[config.mk]
export PLATFORM = sky130hd
export DESIGN_NAME = bgb_queue
export DESIGN_NICKNAME = d
export VERILOG_FILES = /design/src/rtl/bgb_pkg.sv /design/src/rtl/bgb_queue.sv
export SDC_FILE = /design/constraint.sdc
export NUM_CORES = 1
export LEC_CHECK = 0
export BUFFER_PORTS_ARGS = -buffer_cell sky130_fd_sc_hd__buf_2
export CAP_MARGIN = 20
export CORE_MARGIN = 2
export CORE_UTILIZATION = 52
export CTS_CLUSTER_DIAMETER = 50
export CTS_CLUSTER_SIZE = 12
export DETAILED_ROUTE_END_ITERATION = 10
export HOLD_SLACK_MARGIN = 0.02
export PLACE_DENSITY = 0.79
export SYNTH_ARGS = -nofsm -noshare
export SYNTH_HDL_FRONTEND = slang
export SYNTH_SLANG_ARGS = --single-unit
[constraint.sdc]
create_clock -name clk_i -period 4.8 [get_ports clk_i]
set_input_delay 0.72 -clock clk_i [delete_from_list [all_inputs] [get_ports clk_i]]
set_output_delay 0.72 -clock clk_i [all_outputs]
set_load 0.1 [all_outputs]
[src/rtl/bgb_pkg.sv]
// Shared types and constants of the glyph blitter.
// No dependencies; used by the interfaces and every module but the port checker.
package bgb_pkg;

  localparam int ACTION_W = 2;
  localparam int CODE_W   = 8;
  localparam int TINDEX_W = 8;
  localparam int GADDR_W  = 14;
  localparam int PIXEL_W  = 32;
  localparam int POS_W    = 9;
  localparam int OADDR_W  = 16;
  localparam int SIZE_W   = 4;
  localparam int IMGW_W   = 12;
  localparam int AREA_W   = 7;
  localparam int CFG_IDX_W  = 2;
  localparam int CFG_DATA_W = 12;
  localparam int QUEUE_DEPTH = 2;

  localparam logic [SIZE_W-1:0] GLYPH_W_RST = 4'd8;
  localparam logic [SIZE_W-1:0] GLYPH_H_RST = 4'd8;
  localparam logic [IMGW_W-1:0] IMAGE_W_RST = 12'd640;

  typedef enum logic [ACTION_W-1:0] {
    ACT_LOAD_CODE  = 2'd0,
    ACT_LOAD_PIXEL = 2'd1,
    ACT_DRAW       = 2'd2
  } action_e;

  typedef enum logic [CFG_IDX_W-1:0] {
    CFG_GLYPH_W = 2'd0,
    CFG_GLYPH_H = 2'd1,
    CFG_IMAGE_W = 2'd2
  } cfg_idx_e;

  typedef enum logic [1:0] {
    BS_IDLE,
    BS_SEARCH,
    BS_ALIGN,
    BS_EMIT
  } back_state_e;

  typedef struct packed {
    action_e             kind;
    logic [TINDEX_W-1:0] table_index;
    logic [CODE_W-1:0]   char_code;
    logic [GADDR_W-1:0]  glyph_address;
    logic [PIXEL_W-1:0]  pixel_value;
    logic [POS_W-1:0]    text_position;
  } cmd_t;

  // Glyph size already clamped, plus the pixel count of one glyph and the image width.
  typedef struct packed {
    logic [SIZE_W-1:0] gw;
    logic [SIZE_W-1:0] gh;
    logic [AREA_W-1:0] area;
    logic [IMGW_W-1:0] iw;
  } cfg_t;

endpackage

[src/rtl/bgb_queue.sv]
// Two-entry command queue between the front and back parts of the blitter.
// Depends on bgb_pkg for the command type.
module bgb_queue (
  input  logic          clk_i,
  input  logic          rst_ni,
  input  logic          push_i,
  input  bgb_pkg::cmd_t data_i,
  output logic          full_o,
  input  logic          pop_i,
  output bgb_pkg::cmd_t data_o,
  output logic          empty_o
);
  import bgb_pkg::*;

  localparam int PTR_W = $clog2(QUEUE_DEPTH);
  localparam int CNT_W = $clog2(QUEUE_DEPTH + 1);

  cmd_t             slot_q [QUEUE_DEPTH];
  logic [PTR_W-1:0] wr_ptr_q, rd_ptr_q;
  logic [CNT_W-1:0] count_q;
  logic             do_push, do_pop;

  assign full_o  = (count_q == CNT_W'(QUEUE_DEPTH));
  assign empty_o = (count_q == '0);
  assign do_push = push_i && !full_o;
  assign do_pop  = pop_i && !empty_o;
  assign data_o  = slot_q[rd_ptr_q];

  always_ff @(posedge clk_i or negedge rst_ni) begin
    if (!rst_ni) begin
      wr_ptr_q <= '0;
      rd_ptr_q <= '0;
      count_q  <= '0;
    end else begin
      if (do_push) begin
        wr_ptr_q <= (wr_ptr_q == PTR_W'(QUEUE_DEPTH - 1)) ? '0 : wr_ptr_q + 1'b1;
      end
      if (do_pop) begin
        rd_ptr_q <= (rd_ptr_q == PTR_W'(QUEUE_DEPTH - 1)) ? '0 : rd_ptr_q + 1'b1;
      end
      if (do_push && !do_pop) begin
        count_q <= count_q + 1'b1;
      end else if (do_pop && !do_push) begin
        count_q <= count_q - 1'b1;
      end
    end
  end

  always_ff @(posedge clk_i) begin
    if (do_push) begin
      slot_q[wr_ptr_q] <= data_i;
    end
  end

endmodule

Word-level counts from Yosys, hierarchy flattened
Memories as Yosys holds them, arrays and structs flattened.
Index checks and enable logic that the tools add are counted.
W data, S select, Z words.
{ "classes": {"n_addsub": 4, "muxes": 6, "n_eq_ne": 1, "n_reduce_logical": 10} }
{ "ops": {"columns": ["cell", "n"], "rows": [
  ["$logic_and A1 B1 Y1", 4],
  ["$logic_not A1 Y1", 4],
  ["$mux W1", 4],
  ["$mux W2", 2],
  ["$add A1 B1 Y1 const B", 2],
  ["$add A2 B1 Y2 const B", 1],
  ["$eq A2 B2 Y1 const B", 1],
  ["$logic_not A2 Y1", 1],
  ["$reduce_bool A2 Y1", 1],
  ["$sub A2 B1 Y2 const B", 1]
]} }
{ "totals": {"mem_bits_rw": 146, "wordCells": 25, "out_inout_bits": 75, "inputBits": 77, "memories": 1, "regBits": 4} }
{ "mem_list": {"columns": ["memory", "words", "word_bits", "rd", "rd_clocked_by_memory_dff", "wr", "line_no", "source"], "rows": [
  ["slot_q", 2, 73, 1, 0, 1, "bgb_queue.sv:18", "cmd_t slot_q [QUEUE_DEPTH];"]
]} }

Longest topological paths before layout
Gate-level depths: netlist of the first run.
{ "logic_depth": {"word_depth": 7, "ltp_mapped": 7} }

Worst setup path after synthesis of the first run
No wires, ideal clock.
{ "synth_path": {"kind": "input-to-reg", "from": "input port push_i", "to": "memory slot_q[0][0] in the netlist's numbering (enable)", "path_stages": 2, "path_slack_ns": 0.439, "path_buffers": 0, "arrival_ns": 3.856, "t_required_ns": 4.296, "cell_sequence": "nand2_1 > nor2_1"} }
{ "synth_via": {"elab_chain_cells": 3} }
{ "synth_rtl": {"columns": ["item", "line_no", "source"], "rows": [
  ["start, declared", "bgb_queue.sv:6", "input logic push_i,"],
  ["$logic_and A1 B1 Y1", "bgb_queue.sv:25", "assign do_push = push_i && !full_o;"],
  ["$mux W1", "bgb_queue.sv:50", "if (do_push) begin"],
  ["$mux W1 (not written as such)", "bgb_queue.sv:51", "slot_q[wr_ptr_q] <= data_i;"],
  ["end, declared", "bgb_queue.sv:18", null]
]} }
Every way passes these cells.

==> results.toml, run 1 <==
[outcome]
status = "finished clean"

[routing]
met1Wirelength_um = 3555
drc = 0
vias = 2770
routed_wl_um = 9521
drt-pass1-iter-count = 4
via_per_inst = 4.894
met2_length_um = 5296
drt-initial-drc-count = 109
highest_layer = "met4"
wl_met3_um = 565
ant_nets = 0
avgRoutedWirePerCell_um = 16.82

[setup_path]
criticalPathCategory = "flip-flop to output port"
crit_path_start_kind = "flip-flop"
required_ns = 4.08
critPathMaxStageDelay_ns = 0.77
cp_data_arrival_time_ns = 2.49
worst-path-max-fanout = 31
cp_slowest_cell = "dfrtp_4"
path_cells = "buf_4 -> mux2_2 -> buf_2"
cp-end-kind = "output port"

[sta]
setup_tns_ns = 0
setup_viol = 0
max_freq_mhz = 311.2
min_period_over_period = 0.6695
drv_slew = 0
relSlewSlack = 0.3251
clock_skew_ns = 0.005433
hold_slack_ns = 0.4008
finalCriticalPeriod_ns = 3.214
worst_pin_slew_ns = 1.012
hold_viol_final = 0
rsz0062_at_grt = "false"

[die]
initial_utilization = 0.5292
die_h_um = 108.8
pin_count = 152
dieWidth_um = 108.8
core-area_um2 = 10790
die-area_um2 = 11840
row_count = 38

[clock_tree]
insertion_delay_ns = 0.50
cts_tree = "yes"
ctsResizeCount = 0
clock-sinks = 150
numCtsBuffers = 17
cts_max_level = 4
clock_path_buffers = 2
cts-root-buf = "clkbuf_8"
clk_pin_slew_ns = 0.06

[synthesis]
syn_nets = 324
synth_fa_ha_area_frac = 0.002191
syn_avg_cell_area_um2 = 23.22
synth_area_um2 = 5712
synth-simple-area-share = 0.004819
synth.area.mux_share = 0.1834
synth_top_family_by_area = "multiplexers"
yosysSeqAreaShare = 0.7851
synth_compound_gate_area_share = 0.0008762
synthCells = 246
yosys_warnings = 0
synth_xor_area_frac = 0.007667
ys_ff_latch = 150
synth_cell_type_count = 15

[cells_and_area]
multi_input_comb_area_um2 = 1149
finalNetCount = 491
syn_to_final_growth_pct = 25.94
final_common_cell = "buf_2"
diodes = 0
layout_common_cells = "buf_2 (151), edfxtp_1 (146), mux2_4 (60)"
postLayoutCellArea_um2 = 7193
ff_latch_area_um2 = 4488
fillers = 722
drive_above_1_share = 0.6127

[grt]
grt_pass1_wl_um = 14370
grt_pass1_vias = 2967
grt_start_max_net_pins = 74
grt.overflow.total = 0
grt_antenna_before_repair = 0
grtUsageTotal = 0.1684

[job]
cap_violations = 0

[place]
hpwlAfterDp_um = 6421
gp_congestion = 0.7315
placed_area_um2 = 6605
io_buffers = 151

[min_path]
hp-class = "input pin to flip-flop"
-- worst paths after layout --
check / start / depth (start not counted) / slack (ns) / endpoint
worst max-delay path: rd_ptr_q / 3 / 1.59 / data_o[49]
worst min-delay path: data_i[62] / 1 / 0.40 / slot_q[1][62]
worst max register to register: count_q[0] / 4 / 2.44 / slot_q[0][68]
worst min register to register: count_q[1] / 1 / 0.54 / count_q[1]
max in group asynchronous: rst_ni / 2 / 4.11 / rd_ptr_q
min in group asynchronous: rst_ni / 2 / 0.55 / wr_ptr_q
-- state kept, by name, indices dropped and copies added, names as in the netlist --
name	count
count_q	2
rd_ptr_q	1
slot_q	146
wr_ptr_q	1
-- layout make-up --
| cell class | instances | share of cell area |
|---|---|---|
| clock inverter | 14 | 0.02226 |
| inverter | 2 | 0.001044 |
| tap | 140 | 0.02435 |
| multi-input combinational | 86 | 0.1597 |
| clock buffer | 18 | 0.05810 |
| sequential | 150 | 0.6239 |
| timing repair buffer | 156 | 0.1106 |
-- logic make-up (layout without fill, tap and decap cells) --
| logic type | count (synthesis) | after routing |
|---|---|---|
| xor gates and xnor gates | 5 | 5 |
| adders and majority gates | 1 | 1 |
| and+or+nand+nor | 6 | 6 |
| DFF | 150 | 150 |
| AOI/OAI and AO/OA | 1 | 1 |
| muxes | 73 | 73 |
| buffers and inverters | 10 | 190 |
-- metrics by stage --
step	util	cells	worst slack [ns]
after floorplan	-	246	0.4391
after global placement	0.6120	533	2.115
after detailed placement	0.6120	533	2.070
after CTS	0.6665	566	1.518
after global routing	0.6665	566	1.440
final	0.6665	566	1.586
-- metal layers --
metal	up-vias	global-route usage
li1	1301	-
met1	1367	0.1711
met2	93	0.3138
met3	9	0.05738
met4	0	0.06868
met5	-	0
-- Yosys cell counts, drive strengths merged --
master	n	area, um2
and3	1	6.260
buf	8	83.83
dfrtp	4	100.1
edfxtp	146	4384
ha	1	12.51
inv	2	7.510
mux2	73	1047
nand2	1	3.750
nand2b	1	6.260
nor2	3	11.26
o21ai	1	5.000
xnor2	3	26.28
xor2	2	17.52
-- what timing repair did --
action | CTS | global route
setup buffers | 0 | 0
hold buffers | 1 | 0
endpoints found under the hold margin | 4 | 0
-- worst max-delay path, delay by kind of cell (launching register included) --
kind / cells / cell delay (ns)
buffers and inverters: 2 / 0.79
multiplexers: 1 / 0.39
flip-flops: 1 / 0.77
Power of run 1 is not shown: default switching activity piles up to over one toggle a cycle in this logic, so the estimate is an artifact.
==> inputs of run 2 (changes only) <==
--- a/config.mk
+++ b/config.mk
@@ -8,12 +8,12 @@
 export BUFFER_PORTS_ARGS = -buffer_cell sky130_fd_sc_hd__buf_2
 export CAP_MARGIN = 20
 export CORE_MARGIN = 2
-export CORE_UTILIZATION = 52
+export CORE_UTILIZATION = 47
 export CTS_CLUSTER_DIAMETER = 50
 export CTS_CLUSTER_SIZE = 12
 export DETAILED_ROUTE_END_ITERATION = 10
 export HOLD_SLACK_MARGIN = 0.02
-export PLACE_DENSITY = 0.79
+export PLACE_DENSITY = 0.75
 export SYNTH_ARGS = -nofsm -noshare
 export SYNTH_HDL_FRONTEND = slang
 export SYNTH_SLANG_ARGS = --single-unit
==> constraint.sdc (replaced) <==
create_clock -name clk_i -period 2.8 [get_ports clk_i]
set_input_delay 0.42 -clock clk_i [delete_from_list [all_inputs] [get_ports clk_i]]
set_output_delay 0.42 -clock clk_i [all_outputs]
set_load 0.1 [all_outputs]
==> results.toml, run 2 (synthesis results as in run 1) <==
[outcome]
status = "finished clean"

[routing]
via_per_inst = 4.920
routed_wl_um = 9393
highest_layer = "met4"
drt-initial-drc-count = 125
met2_length_um = 4785
avgRoutedWirePerCell_um = 16.34
wl_met3_um = 605
ant_nets = 0
vias = 2829
met1Wirelength_um = 3775
drc = 0
drt-pass1-iter-count = 4

[sta]
setup_viol = 0
max_freq_mhz = 397.1
finalCriticalPeriod_ns = 2.518
hold_viol_final = 0
drv_slew = 0
rsz0062_at_grt = "false"
clock_skew_ns = 0.005810
setup_tns_ns = 0
min_period_over_period = 0.8993
worst_pin_slew_ns = 0.5210
relSlewSlack = 0.6551

[grt]
grtUsageTotal = 0.1486
grt_pass1_wl_um = 14090
grt.overflow.total = 0
grt_antenna_before_repair = 1
grt_pass1_vias = 2900
grt_start_max_net_pins = 74

[min_path]
min_to = "slot_q[0][30]"
hp-class = "input pin to flip-flop"
whs_path_depth = 1
min_from = "data_i[30]"

[setup_path]
reg2reg_from = "count_q[0]"
criticalPathCategory = "flip-flop to output port"
crit_path_start_kind = "flip-flop"
required_ns = 2.38
cp_data_arrival_time_ns = 2.10
worstRegToRegCells = 3
reg2reg_slack_ns = 1.05
worst-path-max-fanout = 27
r2r-end = "slot_q[1][53]"
cp-end-kind = "output port"

[clock_tree]
clock-sinks = 150
cts-root-buf = "clkbuf_16"
numCtsBuffers = 17
insertion_delay_ns = 0.41
clk_pin_slew_ns = 0.06
ctsResizeCount = 0
cts_max_level = 4
cts_tree = "yes"
cts_setup_buffers = 0
clock_path_buffers = 2

[cells_and_area]
regMostFlops = "slot_q"
largest_reg_flops = 146
finalNetCount = 493
postLayoutCellArea_um2 = 7333
final_common_cell = "buf_2"
fillers = 883
largestRegisters = "slot_q x146, count_q x2"
syn_to_final_growth_pct = 28.39
drive_above_1_share = 0.6112
layout_common_cells = "buf_2 (151), edfxtp_1 (146), mux2_4 (60)"

[place]
io_buffers = 151
gp_congestion = 0.7010
placed_area_um2 = 6679
hpwlAfterDp_um = 6074

[die]
initial_utilization = 0.4775
core-area_um2 = 11960
die-area_um2 = 13050
row_count = 40
pin_count = 152
die_h_um = 114.2
dieWidth_um = 114.2

[job]
cap_violations = 0
run 2: changes by cell type in the layout (fill, tap and decap cells not counted):
cell / before / now
clkinv_1: 1 / 0
clkbuf_8: 1 / 0
buf_4: 4 / 2
clkbuf_16: 16 / 17
buf_12: 0 / 4
clkinv_4: 3 / 0
bufinv_16: 3 / 6
clkinvlp_4: 2 / 0
diode_2: 0 / 1
clkbuf_1: 1 / 3
run 2: per-layer routing:
metal | vias to the layer above | global-route usage
met2 | 110 | 0.2504
li1 | 1316 | -
met1 | 1382 | 0.1632
met4 | 0 | 0.08537
met5 | - | 0
met3 | 21 | 0.05294
run 2: final cells by class:
class | count | area, um2 | share of cell area
Sequential cell | 150 | 4488 | 0.6120
Inverter | 2 | 7.507 | 0.001024
Clock buffer | 20 | 436.7 | 0.05955
Multi-Input combinational cell | 86 | 1149 | 0.1566
Antenna cell | 1 | 2.502 | 0.0003412
Timing Repair Buffer | 158 | 860.8 | 0.1174
Tap cell | 147 | 183.9 | 0.02508
Clock inverter | 11 | 205.2 | 0.02798
run 2: worst max-delay path: stages, from the launching register on:
cell and delay [ns]:
dfrtp_4 0.73, buf_4 0.30, mux2_2 0.36, buf_2 0.29
run 2: worst max path at each step:
stage          slack [ns]  startpoint      endpoint
2_1_floorplan        0.05  count_q[0]  slot_q[1][0]
3_3_place_gp         0.72    rd_ptr_q    data_o[48]
3_5_place_dp         0.69    rd_ptr_q    data_o[43]
4_1_cts              0.24    rd_ptr_q    data_o[43]
5_1_grt              0.19    rd_ptr_q    data_o[43]
6_report             0.28    rd_ptr_q    data_o[43]
run 2: timing repair:
item | 4_1_cts | 5_1_grt
setup endpoints to repair | 0 | 0
hold buffers | 1 | 0
hold endpoints to repair | 4 | 0
run 2: metrics by stage:
stage                     worst slack (ns)  hold WS [ns]  cells    util
after floorplan                    0.05143        0.1244    246       -
after global placement              0.7234        0.2336    542  0.5584
after detailed placement            0.6885        0.2332    542  0.5584
after CTS                           0.2381        0.1734    574  0.6129
after global routing                0.1919        0.1770    575  0.6131
final                               0.2819        0.1932    575  0.6131
Power of run 2 is left out for the same reason.
==> inputs of run 3 (changes only) <==
==> config.mk (replaced) <==
export PLATFORM = sky130hd
export DESIGN_NAME = bgb_queue
export DESIGN_NICKNAME = d
export VERILOG_FILES = /design/src/rtl/bgb_pkg.sv /design/src/rtl/bgb_queue.sv
export SDC_FILE = /design/constraint.sdc
export NUM_CORES = 1
export LEC_CHECK = 0
export CAP_MARGIN = 20
export CORE_MARGIN = 2
export CORE_UTILIZATION = 56
export CTS_CLUSTER_DIAMETER = 50
export CTS_CLUSTER_SIZE = 12
export DETAILED_ROUTE_END_ITERATION = 10
export DONT_BUFFER_PORTS = 1
export HOLD_SLACK_MARGIN = 0.02
export PLACE_DENSITY = 0.74
export SYNTH_ARGS = -nofsm -noshare
export SYNTH_HDL_FRONTEND = slang
export SYNTH_SLANG_ARGS = --single-unit
==> results.toml, run 3 (synthesis results as in run 1) <==
[grt]
grt_antenna_before_repair = 0
grt_start_max_net_pins = 59
grtUsageTotal = 0.1827
grt_util_met2 = 0.3242
grt_pass1_vias = 2753
use_met3 = 0.07236
grt.overflow.total = 0
grt_pass1_wl_um = 14880
use_met1 = 0.1995
busiest_layer = "met2"

[sta]
min_period_over_period = 0.8776
relSlewSlack = 0.4421
hold_viol_final = 0
drv_slew = 0
setup_viol = 0
hold_slack_ns = 0.1825
setup_tns_ns = 0
max_freq_mhz = 407.0
finalCriticalPeriod_ns = 2.457
rsz0062_at_grt = "false"
setup_slack_ns = 0.3428
worst_pin_slew_ns = 0.8359
clock_skew_ns = 0.007972

[place]
gp_congestion = 0.7283
hpwlAfterDp_um = 5724
io_buffers = 0
place_ws_ns = 0.8467
post-place-cells = 380

[routing]
via_per_inst = 5.336
routed_wl_um = 9763
vias = 2588
drt-pass1-iter-count = 4
drc = 0
drt-initial-drc-count = 124
ant_nets = 0
avgRoutedWirePerCell_um = 20.13

[clock_tree]
insertion_delay_ns = 0.50
clk_pin_slew_ns = 0.06
cts_tree = "yes"
ctsResizeCount = 0
numCtsBuffers = 17
clock-sinks = 150
clock_path_buffers = 2
cts_setup_buffers = 0
cts_max_level = 4
cts-root-buf = "clkbuf_8"

[setup_path]
worstRegToRegCells = 4
cp-end-kind = "output port"
reg2reg_from = "count_q[0]"
criticalPathCategory = "flip-flop to output port"
crit_path_start_kind = "flip-flop"
cp_data_arrival_time_ns = 2.04
worst-path-max-fanout = 28
reg2reg_slack_ns = 0.98
required_ns = 2.38
r2r-end = "slot_q[0][38]"

[cells_and_area]
final_common_cell = "edfxtp_1"
syn_to_final_growth_pct = 25.63
drive_above_1_share = 0.3267
largestRegisters = "slot_q x146, count_q x2"
fillers = 609
layout_common_cells = "edfxtp_1 (146), dlygate4sd3_1 (74), mux2_4 (60)"
finalNetCount = 418
regMostFlops = "slot_q"
largest_reg_flops = 146
diodes = 0
finalNonFillerCells = 485

[die]
dieWidth_um = 105.0
pin_count = 152
die-area_um2 = 11020
die_h_um = 105.0
row_count = 36
initial_utilization = 0.5817
core-area_um2 = 9819

[min_path]
min_from = "push_i"
whs_path_depth = 2
min_to = "wr_ptr_q"
hp-class = "input pin to flip-flop"

[outcome]
status = "finished clean"

[job]
cap_violations = 0
==> run 3: cell types whose count changed in the layout (fill, tap and decap cells not counted), sizes merged <==
cell | previous run | this run
bufinv | 6 | 1
clkinv | 5 | 3
diode | 1 | 0
inv | 2 | 6
clkbuf | 20 | 18
buf | 157 | 9
clkinvlp | 0 | 5
dlygate4sd3 | 1 | 74
==> run 3: area by class of cell <==
| class | instances | area, um2 | share of cell area |
|---|---|---|---|
| multi-input cells | 86 | 1151 | 0.1604 |
| well taps | 133 | 166.4 | 0.02319 |
| repair buffers | 83 | 820.8 | 0.1144 |
| inverters | 2 | 7.507 | 0.001046 |
| clock buffers | 18 | 417.9 | 0.05824 |
| clock inverters | 13 | 123.9 | 0.01726 |
| flip-flops and latches | 150 | 4488 | 0.6255 |
==> run 3: worst max-delay path: stages (launching register included) <==
cell and delay [ns]:
dfrtp_4 0.71, buf_4 0.35, mux2_4 0.47
==> run 3: repair_timing <==
action	in CTS	in global routing
endpoints found under the hold margin	150	0
setup endpoints to repair	0	0
hold buffers	74	0
==> run 3: worst max-delay path by stage <==
stage	from	endpoint	slack, ns	cells past startpoint
after floorplan	count_q[0]	slot_q[1][0]	0.05	2
after global placement	rd_ptr_q	data_o[27]	0.87	2
after detailed placement	rd_ptr_q	data_o[23]	0.85	2
after CTS	rd_ptr_q	data_o[23]	0.31	2
after global routing	rd_ptr_q	data_o[21]	0.25	2
final	rd_ptr_q	data_o[21]	0.34	2
==> run 3: through the flow <==
| step | util | instance area, um2 |
|---|---|---|
| after global placement | 0.6002 | 5893 |
| after CTS | 0.7308 | 7176 |
| after global routing | 0.7308 | 7176 |
| after floorplan | - | 5719 |
| after detailed placement | 0.6002 | 5893 |
| final | 0.7308 | 7176 |
==> run 3: routing by layer <==
metal / wire length, um / up-vias
met1: 3648 / 1296
met5: 0 / -
met2: 5301 / 117
met4: 107 / 0
li1: - / 1162
met3: 706 / 13
Power of run 3 is left out for the same reason.
