`config.mk`:
```
export PLATFORM = sky130hd
export DESIGN_NAME = bgb_front_flat
export DESIGN_NICKNAME = d
export VERILOG_FILES = /design/src/rtl/bgb_pkg.sv /design/src/rtl/bgb_in_if.sv /design/src/rtl/bgb_front.sv /design/src/flat_wrapper.sv
export SDC_FILE = /design/constraint.sdc
export NUM_CORES = 1
export LEC_CHECK = 0
export BUFFER_PORTS_ARGS = -buffer_cell sky130_fd_sc_hd__buf_2
export CORE_AREA = 2 2 74 76
export DETAILED_ROUTE_END_ITERATION = 6
export DIE_AREA = 0 0 76 78
export PLACE_DENSITY = 0.88
export SYNTH_ARGS = -nofsm -noshare
export SYNTH_HDL_FRONTEND = slang
export SYNTH_SLANG_ARGS = --single-unit
```
`constraint.sdc`:
```
create_clock -name clk_i -period 9.28 [get_ports clk_i]
set_input_delay 0.464 -clock clk_i [delete_from_list [all_inputs] [get_ports clk_i]]
set_output_delay 0.464 -clock clk_i [all_outputs]
set_load 0.05 [all_outputs]
```
`src/rtl/bgb_pkg.sv`:
```
// Shared types and constants of the glyph blitter.
// No dependencies; used by the interfaces and every module but the port checker.
package bgb_pkg;

  localparam int ACTION_W = 2;
  localparam int CODE_W   = 8;
  localparam int TINDEX_W = 8;
  localparam int GADDR_W  = 14;
  localparam int PIXEL_W  = 32;
  localparam int POS_W    = 9;
  localparam int OADDR_W  = 16;
  localparam int SIZE_W   = 4;
  localparam int IMGW_W   = 12;
  localparam int AREA_W   = 7;
  localparam int CFG_IDX_W  = 2;
  localparam int CFG_DATA_W = 12;
  localparam int QUEUE_DEPTH = 2;

  localparam logic [SIZE_W-1:0] GLYPH_W_RST = 4'd8;
  localparam logic [SIZE_W-1:0] GLYPH_H_RST = 4'd8;
  localparam logic [IMGW_W-1:0] IMAGE_W_RST = 12'd640;

  typedef enum logic [ACTION_W-1:0] {
    ACT_LOAD_CODE  = 2'd0,
    ACT_LOAD_PIXEL = 2'd1,
    ACT_DRAW       = 2'd2
  } action_e;

  typedef enum logic [CFG_IDX_W-1:0] {
    CFG_GLYPH_W = 2'd0,
    CFG_GLYPH_H = 2'd1,
    CFG_IMAGE_W = 2'd2
  } cfg_idx_e;

  typedef enum logic [1:0] {
    BS_IDLE,
    BS_SEARCH,
    BS_ALIGN,
    BS_EMIT
  } back_state_e;

  typedef struct packed {
    action_e             kind;
    logic [TINDEX_W-1:0] table_index;
    logic [CODE_W-1:0]   char_code;
    logic [GADDR_W-1:0]  glyph_address;
    logic [PIXEL_W-1:0]  pixel_value;
    logic [POS_W-1:0]    text_position;
  } cmd_t;

  // Glyph size already clamped, plus the pixel count of one glyph and the image width.
  typedef struct packed {
    logic [SIZE_W-1:0] gw;
    logic [SIZE_W-1:0] gh;
    logic [AREA_W-1:0] area;
    logic [IMGW_W-1:0] iw;
  } cfg_t;

endpackage

```
`src/rtl/bgb_in_if.sv`:
```
// Input item channel of the glyph blitter: valid/ready plus item fields.
// Depends on bgb_pkg for the field widths.
interface bgb_in_if;
  import bgb_pkg::*;

  logic                valid;
  logic                ready;
  logic [ACTION_W-1:0] action;
  logic [TINDEX_W-1:0] table_index;
  logic [CODE_W-1:0]   char_code;
  logic [GADDR_W-1:0]  glyph_address;
  logic [PIXEL_W-1:0]  pixel_value;
  logic [POS_W-1:0]    text_position;

  modport source (output valid, action, table_index, char_code, glyph_address,
                  pixel_value, text_position, input ready);
  modport sink (input valid, action, table_index, char_code, glyph_address,
                pixel_value, text_position, output ready);
endinterface

```
`src/rtl/bgb_front.sv`:
```
// Front part of the blitter: configuration registers, input acceptance and
// classification of items into queue commands. Depends on bgb_pkg, bgb_in_if.
module bgb_front #(
  parameter int TABLE_ENTRIES = 256,
  parameter int MAX_GLYPH_W   = 8,
  parameter int MAX_GLYPH_H   = 8,
  parameter int GLYPH_WORDS   = 16384
) (
  input  logic                           clk_i,
  input  logic                           rst_ni,
  input  logic                           cfg_we_i,
  input  logic [bgb_pkg::CFG_IDX_W-1:0]  cfg_idx_i,
  input  logic [bgb_pkg::CFG_DATA_W-1:0] cfg_data_i,
  bgb_in_if.sink                         in_item,
  output bgb_pkg::cfg_t                  cfg_o,
  output logic                           push_o,
  output bgb_pkg::cmd_t                  cmd_o,
  input  logic                           full_i
);
  import bgb_pkg::*;

  localparam logic [SIZE_W-1:0] MAX_W = SIZE_W'(MAX_GLYPH_W);
  localparam logic [SIZE_W-1:0] MAX_H = SIZE_W'(MAX_GLYPH_H);

  logic [SIZE_W-1:0] gw_q, gh_q, gw_c, gh_c;
  logic [IMGW_W-1:0] iw_q;
  logic [2*SIZE_W-1:0] area_full;
  logic              accept, keep;

  always_ff @(posedge clk_i or negedge rst_ni) begin
    if (!rst_ni) begin
      gw_q <= GLYPH_W_RST;
      gh_q <= GLYPH_H_RST;
      iw_q <= IMAGE_W_RST;
    end else if (cfg_we_i) begin
      unique case (cfg_idx_e'(cfg_idx_i))
        CFG_GLYPH_W: gw_q <= cfg_data_i[SIZE_W-1:0];
        CFG_GLYPH_H: gh_q <= cfg_data_i[SIZE_W-1:0];
        CFG_IMAGE_W: iw_q <= cfg_data_i[IMGW_W-1:0];
        default: ;
      endcase
    end
  end

  // A zero size acts as one; oversized values saturate at the maximum.
  always_comb begin
    gw_c = (gw_q == '0) ? SIZE_W'(1) : ((gw_q > MAX_W) ? MAX_W : gw_q);
    gh_c = (gh_q == '0) ? SIZE_W'(1) : ((gh_q > MAX_H) ? MAX_H : gh_q);
  end

  assign area_full = {{SIZE_W{1'b0}}, gw_c} * {{SIZE_W{1'b0}}, gh_c};
  assign cfg_o.gw   = gw_c;
  assign cfg_o.gh   = gh_c;
  assign cfg_o.area = area_full[AREA_W-1:0];
  assign cfg_o.iw   = iw_q;

  assign in_item.ready = !full_i;
  assign accept        = in_item.valid && in_item.ready;

  // Out-of-range loads and the unused action are taken and dropped here.
  always_comb begin
    unique case (action_e'(in_item.action))
      ACT_LOAD_CODE:  keep = ({1'b0, in_item.table_index} < (TINDEX_W + 1)'(TABLE_ENTRIES));
      ACT_LOAD_PIXEL: keep = (17'(in_item.glyph_address) < 17'(GLYPH_WORDS));
      ACT_DRAW:       keep = 1'b1;
      default:        keep = 1'b0;
    endcase
  end

  assign push_o              = accept && keep;
  assign cmd_o.kind          = action_e'(in_item.action);
  assign cmd_o.table_index   = in_item.table_index;
  assign cmd_o.char_code     = in_item.char_code;
  assign cmd_o.glyph_address = in_item.glyph_address;
  assign cmd_o.pixel_value   = in_item.pixel_value;
  assign cmd_o.text_position = in_item.text_position;

endmodule

```
`src/flat_wrapper.sv`:
```
// flat-port wrapper written by rule: the top's interface ports become plain ports
module bgb_front_flat import bgb_pkg::*;
#(
  parameter int TABLE_ENTRIES = 256,
  parameter int MAX_GLYPH_W   = 8,
  parameter int MAX_GLYPH_H   = 8,
  parameter int GLYPH_WORDS   = 16384
)
  (clk_i, rst_ni, cfg_we_i, cfg_idx_i, cfg_data_i, cfg_o, push_o, cmd_o, full_i, in_item_valid, in_item_action, in_item_table_index, in_item_char_code, in_item_glyph_address, in_item_pixel_value, in_item_text_position, in_item_ready);
  bgb_in_if in_item_i ();
  input  logic clk_i;
  input  logic rst_ni;
  input  logic cfg_we_i;
  input  logic [bgb_pkg::CFG_IDX_W-1:0] cfg_idx_i;
  input  logic [bgb_pkg::CFG_DATA_W-1:0] cfg_data_i;
  output bgb_pkg::cfg_t cfg_o;
  output logic push_o;
  output bgb_pkg::cmd_t cmd_o;
  input  logic full_i;
  input wire logic [$bits(in_item_i.valid)-1:0] in_item_valid;
  input wire logic [$bits(in_item_i.action)-1:0] in_item_action;
  input wire logic [$bits(in_item_i.table_index)-1:0] in_item_table_index;
  input wire logic [$bits(in_item_i.char_code)-1:0] in_item_char_code;
  input wire logic [$bits(in_item_i.glyph_address)-1:0] in_item_glyph_address;
  input wire logic [$bits(in_item_i.pixel_value)-1:0] in_item_pixel_value;
  input wire logic [$bits(in_item_i.text_position)-1:0] in_item_text_position;
  output wire logic [$bits(in_item_i.ready)-1:0] in_item_ready;
  assign in_item_i.valid = in_item_valid;
  assign in_item_i.action = in_item_action;
  assign in_item_i.table_index = in_item_table_index;
  assign in_item_i.char_code = in_item_char_code;
  assign in_item_i.glyph_address = in_item_glyph_address;
  assign in_item_i.pixel_value = in_item_pixel_value;
  assign in_item_i.text_position = in_item_text_position;
  assign in_item_ready = in_item_i.ready;
  bgb_front #(.TABLE_ENTRIES(TABLE_ENTRIES), .MAX_GLYPH_W(MAX_GLYPH_W), .MAX_GLYPH_H(MAX_GLYPH_H), .GLYPH_WORDS(GLYPH_WORDS)) u_core (.clk_i(clk_i), .rst_ni(rst_ni), .cfg_we_i(cfg_we_i), .cfg_idx_i(cfg_idx_i), .cfg_data_i(cfg_data_i), .in_item(in_item_i), .cfg_o(cfg_o), .push_o(push_o), .cmd_o(cmd_o), .full_i(full_i));
endmodule
```
# Word-level counts from Yosys, hierarchy flattened
# Index checks and enable logic that the tools add are counted.
# totals
reg_bits,20
in_bits,92
output_inout_bits,102
word_cells,26
# classes
reduce_logical,11
n_mux,5
n_eq_ne,4
mul,1
magnitude_cmp,2
# ops
cell,count
two-way mux 4 bit,4
greater-than comparator 4 bit (second input constant),2
logical NOT 4 bit,2
multiplier 4 x 4 -> 7 bit,1
AND reduction 2 bit,3
equality test 2 x 1 -> 1 bit (second input constant),2
equality test 2 bit (second input constant),2
logical NOT 2 bit,2
OR reduction 3 bit,1
logical AND 1 bit,2
logical NOT 1 bit,1
two-way mux 1 bit,1

# Logic depth before layout (Yosys ltp)
# Gate-level depths: netlist (run 1).
# depth
word_depth,4
ltp_mapped,11
mapped_depth_nobuf,11

# Worst setup path after synthesis (run 1)
# OpenSTA, ideal clock, no wires.
# synth_timing
path_kind,register to output
startpoint,register u_core.gw_q[3]
endpoint,output port cfg_o[18] in the netlist's numbering
arrival_time_ns,3.543
path_slack_ns,5.273
path_buffers,0
stages_incl_launch_ff,12
required_ns,8.816
cell_sequence,dfstp_2 > inv_1 > o21ai_0 > inv_1 > nand2_1 > fa_1 > inv_1 > fa_1 > fa_1 > a21o_1 > a21oi_1 > xnor2_1
# synth_rtl
element,line_no,text
from (decl),bgb_front.sv:25,"logic [SIZE_W-1:0] gw_q, gh_q, gw_c, gh_c;"
from (signal assigned),bgb_front.sv:37,CFG_GLYPH_W: gw_q <= cfg_data_i[SIZE_W-1:0];
to (decl),flat_wrapper.sv:16,output bgb_pkg::cfg_t cfg_o;

==> impl_metrics.env, run 1 <==
export IMPL_status="finished, final reports clean"
export IMPL_grt_total_usage=0.138
export IMPL_ys_seq_area_frac=0.280
export IMPL_area_growth_pct=-8.45
export IMPL_clk_latency_ps=260
export IMPL_worstPathMaxFanout=7
export IMPL_synth_fp_nets=285
export IMPL_crit_type="flip-flop to primary output"
export IMPL_fillers=508
export IMPL_synth_enable_flop_cells=0
export IMPL_grt_overflow=0
export IMPL_p_switching_w=0.000201
export IMPL_pwr_share_seq=0.274
export IMPL_sw_frac_of_total=0.472
export IMPL_cts_tree="yes"
export IMPL_stdcell_count=228
export IMPL_power_leakage_nw=0.946
export IMPL_maxSlewHeadroom=0.718
export IMPL_layout_min_cycle_time_ps=4050
export IMPL_cts_root_buf="clkbuf_8"
export IMPL_r2r_start="u_core.gw_q[3]"
export IMPL_critical_path_endpoint_type="primary output"
export IMPL_hpwl_mm=3.85
export IMPL_clock_skew_ps=0
export IMPL_synth_seq_cells=20
export IMPL_rows=26
export IMPL_pre_cts_ws_ps=5490
export IMPL_min_path_type="primary input to async pin"
export IMPL_finalSetupTns_ps=0
export IMPL_fp_dieH_um=78
export IMPL_layout_drive_gt1_share=0.506
export IMPL_ctsResizeCount=0
export IMPL_min_period_over_period=0.437
export IMPL_worst_ir_drop_vdd_v=0.000162
export IMPL_cp_required_ps=8820
export IMPL_gp_congestion=0.843
export IMPL_fin_nets=265
export IMPL_hold_violations=0
export IMPL_cp_startpoint="u_core.gw_q[3]"
export IMPL_diodes=0
export IMPL_setup_viol=0
export IMPL_die_area_um2=5930
export IMPL_initial_utilization=0.358
export IMPL_vias=1032
export IMPL_routed_wl_mm=4.30
export IMPL_seqCellArea_um2=505
export IMPL_dr_first_iter_drc_count=15
export IMPL_start_kind="flip-flop"
export IMPL_yosysWarnings=0
export IMPL_die_x_um=76
export IMPL_p_int_w=0.000225
export IMPL_postSynthCellCount=179
export IMPL_cts_setup_buffers=0
export IMPL_place_inst=224
export IMPL_final_cell_area_um2=1650
export IMPL_placed_cell_area_um2=1580
export IMPL_cap_violations=0
export IMPL_dr_pass1_iters=4
export IMPL_mappedNetlistArea_um2=1810
export IMPL_multiInputGateArea_um2=696
export IMPL_drcViolationCount=0
export IMPL_io_pins=194
export IMPL_worst_pin_slew_ps=422
export IMPL_wire_per_inst_um=18.9
export IMPL_antenna_found_initial=0
export IMPL_cts_num_sinks=20
export IMPL_cts_buffer_depth=2
export IMPL_fmax_mhz=247
export IMPL_holdWs_ps=131
export IMPL_power_density_nw_per_um2=258
export IMPL_grt_max_degree=21
export IMPL_avgSynthCellArea_um2=10.1
export IMPL_cts_made_buffers=3
export IMPL_rsz0062_at_grt="false"
export IMPL_first_global_vias=1025
export IMPL_htreeDepth=1
export IMPL_cp_arrival_ps=3590
export IMPL_report_final_slew_viol_count=0
export IMPL_ys_flop_type="dfrtp_1"
export IMPL_antenna_left=0
export IMPL_worst_slack_ps=5230
export IMPL_hold_buffers=0
export IMPL_io_buffers=51
export IMPL_cts_reportedPaths_clkPinSlew_ps=70
export IMPL_via_per_inst=4.53
export IMPL_synth_distinct_cells=24
export IMPL_comb_power_share=0.525
export IMPL_synthArstFlopShare=1.00
export IMPL_core_area_um2=5040
export IMPL_grt_pass1_wl_mm=6.18
export IMPL_clkPwrFrac=0.200
## area by class of cell
type / count / share of cell area
Multi-Input combinational cell: 73 / 0.421
Sequential cell: 20 / 0.306
Clock buffer: 3 / 0.0250
Clock inverter: 1 / 0.0182
Tap cell: 70 / 0.0530
Inverter: 10 / 0.0227
Timing Repair Buffer: 51 / 0.154
## flip-flops by register name, summed over array words and instances, names as in the netlist
name,count
u_core.iw_q,12
u_core.gh_q,4
u_core.gw_q,4
## cell usage in the layout, fill, tap and decap left out, types with 3 or more instances in the layout
cell type,n
mux2_2,9
mux2_4,10
nor2_1,12
fa_1,4
clkbuf_8,3
inv_1,10
xnor2_1,3
dfstp_2,4
nand2_1,8
ha_1,10
dfrtp_1,16
buf_2,51
## routing by layer
metal  track usage  vias up  wire [um]
li1              -      455          -
met1         0.116      446       1220
met2         0.244      115       2120
met3         0.110       16        851
met4        0.0491        0        106
met5             0        -          0
## through the flow
step,utilization,total power (W)
after floorplan,-,0.000376
after global placement,0.314,0.000339
after detailed placement,0.314,0.000344
after CTS,0.328,0.000429
after global routing,0.328,0.000446
final,0.328,0.000426
## worst max-delay path: stages (launching register included)
cell and delay (ps):
dfstp_2 370, inv_1 140, o21ai_0 200, inv_1 100
nand2_1 80, fa_1 550, inv_1 60, fa_1 530
fa_1 480, a21o_1 190, a21oi_1 180, xnor2_1 150
buf_2 290
## kinds of logic (layout without fill, tap and decap cells)
| group | count (synthesis) | in the layout | synth area share |
|---|---|---|---|
| xor gates and xnor gates | 5 | 5 | 0.0243 |
| adders and majority gates | 14 | 14 | 0.114 |
| DFF | 20 | 20 | 0.280 |
| buffers and inverters | 86 | 65 | 0.335 |
| AOI/OAI and AO/OA | 7 | 7 | 0.0236 |
| muxes | 19 | 19 | 0.139 |
| and+or+nand+nor | 28 | 28 | 0.0845 |
## cell usage after synthesis, drive strengths merged, types with 3 or more instances
library cell,n,share of area
fa,4,0.044
nand2,8,0.017
ha,10,0.069
dfstp,4,0.058
nor2,12,0.025
mux2,19,0.14
xnor2,3,0.015
dfrtp,16,0.22
inv,10,0.021
buf,74,0.31
## power groups by stage
stage	registers [W]	logic (W)	clock network, W
final	0.000117	0.000224	0.0000853
after floorplan	0.000152	0.000224	0
after global placement	0.000118	0.000221	0
after global routing	0.000120	0.000238	0.0000890
after CTS	0.000117	0.000226	0.0000856
after detailed placement	0.000118	0.000226	0
## worst paths after layout
| path | to | slack [ps] | depth (start not counted) |
|---|---|---|---|
| min in group clk_i | u_core.iw_q[5] | 430 | 2 |
| max in group asynchronous | u_core.gh_q[3] | 8810 | 1 |
| min reg2reg | u_core.iw_q[1] | 510 | 1 |
| max | cfg_o[18] | 5230 | 12 |
| min | u_core.iw_q[11] | 130 | 1 |
| max reg2reg | u_core.gw_q[3] | 8380 | 2 |
Power figures use the tool's default switching activity.
==> run 2: changes to the inputs <==
- CORE_AREA: 2 2 74 76 -> unset
- CORE_MARGIN: unset -> 2
- CORE_UTILIZATION: unset -> 32
- DIE_AREA: 0 0 76 78 -> unset
- PLACE_DENSITY: 0.88 -> 0.84
- clock period: 9.28 -> 3.25 ns (I/O delays scaled with it)
==> impl_metrics.env, run 2 (synthesis gave the netlist of run 1 again) <==
export IMPL_die_x_um=79.1
export IMPL_grt_pass1_wl_mm=5.33
export IMPL_report_final_slew_viol_count=0
export IMPL_final_common_cell="buf_2"
export IMPL_fillers=568
export IMPL_final_cell_area_um2=1900
export IMPL_drcViolationCount=0
export IMPL_rsz0062_at_grt="true"
export IMPL_dr_pass1_iters=3
export IMPL_violations="setup timing"
export IMPL_multiInputGateArea_um2=801
export IMPL_start_kind="flip-flop"
export IMPL_layout_min_cycle_time_ps=3280
export IMPL_dr_first_iter_drc_count=3
export IMPL_cts_reportedPaths_clkPinSlew_ps=70
export IMPL_hpwl_mm=2.93
export IMPL_min_period_over_period=1.01
export IMPL_finalSetupTns_ps=-34.8
export IMPL_cp_arrival_ps=3120
export IMPL_cts_buffer_depth=2
export IMPL_grt_total_usage=0.108
export IMPL_max_flop_register="u_core.iw_q"
export IMPL_crit_type="flip-flop to primary output"
export IMPL_seqCellArea_um2=505
export IMPL_worst_ir_drop_vdd_v=0.000377
export IMPL_fin_util=0.347
export IMPL_first_global_vias=1134
export IMPL_io_pins=194
export IMPL_cts_num_sinks=20
export IMPL_diodes=0
export IMPL_power_leakage_nw=1.02
export IMPL_rows=27
export IMPL_vias=1082
export IMPL_fp_dieH_um=79.1
export IMPL_setup_viol=1
export IMPL_htreeDepth=1
export IMPL_gp_congestion=0.718
export IMPL_hold_violations=0
export IMPL_worstPathMaxFanout=7
export IMPL_cts_tree="yes"
export IMPL_via_per_inst=4.43
export IMPL_final_cell_mix="buf_2, dfrtp_1, buf_4"
export IMPL_wire_per_inst_um=14.5
export IMPL_fin_nets=279
export IMPL_clock_skew_ps=0
export IMPL_critical_path_endpoint_type="primary output"
export IMPL_grt_max_degree=21
export IMPL_status="finished with violations"
export IMPL_core_area_um2=5470
export IMPL_die_area_um2=6260
export IMPL_clk_latency_ps=260
export IMPL_area_growth_pct=5.13
export IMPL_worst_pin_slew_ps=417
export IMPL_cts_root_buf="clkbuf_8"
export IMPL_placed_cell_area_um2=1710
export IMPL_cts_made_buffers=3
export IMPL_fmax_mhz=304
export IMPL_pre_cts_ws_ps=48.2
export IMPL_cap_violations=0
export IMPL_grt_overflow=0
export IMPL_antenna_left=0
export IMPL_io_buffers=51
export IMPL_power_density_nw_per_um2=705
export IMPL_routed_wl_mm=3.54
export IMPL_layout_drive_gt1_share=0.669
export IMPL_worst_slack_ps=-34.8
export IMPL_antenna_found_initial=0
export IMPL_top_regs="u_core.iw_q (12), u_core.gh_q (4), u_core.gw_q (4)"
export IMPL_largest_register_ffs=12
export IMPL_maxSlewHeadroom=0.722
export IMPL_initial_utilization=0.330
export IMPL_min_path_type="primary input to flip-flop"
export IMPL_cp_required_ps=3090
==> run 2: cell types whose count changed in the layout (fill, tap and decap cells not counted), moves of 4 or more <==
cell / delta
inv_1: -7
nand2_1: -4
clkinvlp_4: +4
buf_4: +13
==> run 2: area by class of cell <==
class	count	share of cell area
Tap cell	72	0.0475
Timing Repair Buffer	65	0.198
Clock inverter	1	0.0158
Sequential cell	20	0.266
Multi-Input combinational cell	73	0.422
Clock buffer	3	0.0218
Inverter	10	0.0290
==> run 2: metal layers <==
metal | up-vias | GRT usage | share of wire
met2 | 92 | 0.203 | 0.52
met1 | 492 | 0.107 | 0.33
met5 | - | 0 | 0
li1 | 482 | - | -
met4 | 0 | 0.0466 | 0.026
met3 | 16 | 0.0375 | 0.12
==> run 2: report_power, final <==
group / total, W / leakage (nW) / internal (W) / switching (W)
Sequential: 0.000337 / 0.231 / 0.000303 / 0.0000339
Clock: 0.000245 / 0.0357 / 0.000164 / 0.0000803
Combinational: 0.000757 / 0.754 / 0.000255 / 0.000502
Total: 0.00134 / 1.02 / 0.000723 / 0.000616
==> run 2: path summary, 6_finish.rpt <==
path | to | slack, ps | start | cells past startpoint
max in group asynchronous | u_core.gw_q[3] | 2560 | rst_ni | 2
setup / recovery | cfg_o[18] | -30 | u_core.gw_q[3] | 12
setup reg to reg | u_core.gw_q[1] | 2340 | u_core.gw_q[1] | 2
hold reg to reg | u_core.iw_q[4] | 510 | u_core.iw_q[4] | 1
min in group asynchronous | u_core.iw_q[1] | 360 | rst_ni | 2
hold / removal | u_core.iw_q[9] | 130 | cfg_data_i[9] | 2
==> run 2: repair_timing <==
item / 4_1_cts / 5_1_grt
hold buffers: 1 / 0
resized for setup: 8 / 5
setup buffers: 7 / 0
pin swaps: 7 / 2
endpoints found under the hold margin: 16 / 0
setup endpoints to repair: 2 / 3
==> run 2: worst max-delay path, cell delays in order (launching register included) <==
cell and delay (ps):
dfstp_2 560, inv_4 70, nand2_4 70, clkinvlp_4 110, nand2_2 70, fa_1 410
inv_2 70, fa_1 450, fa_2 360, a21o_1 190, a21oi_4 180, xnor2_4 140
buf_6 170
==> run 2: through the flow <==
stage	std cells	hold WS [ps]	total power (W)
detailed placement	232	120	0.00104
floorplan	179	-133	0.00112
global route	244	120	0.00141
CTS	244	124	0.00133
global placement	232	115	0.00103
finish	244	128	0.00134
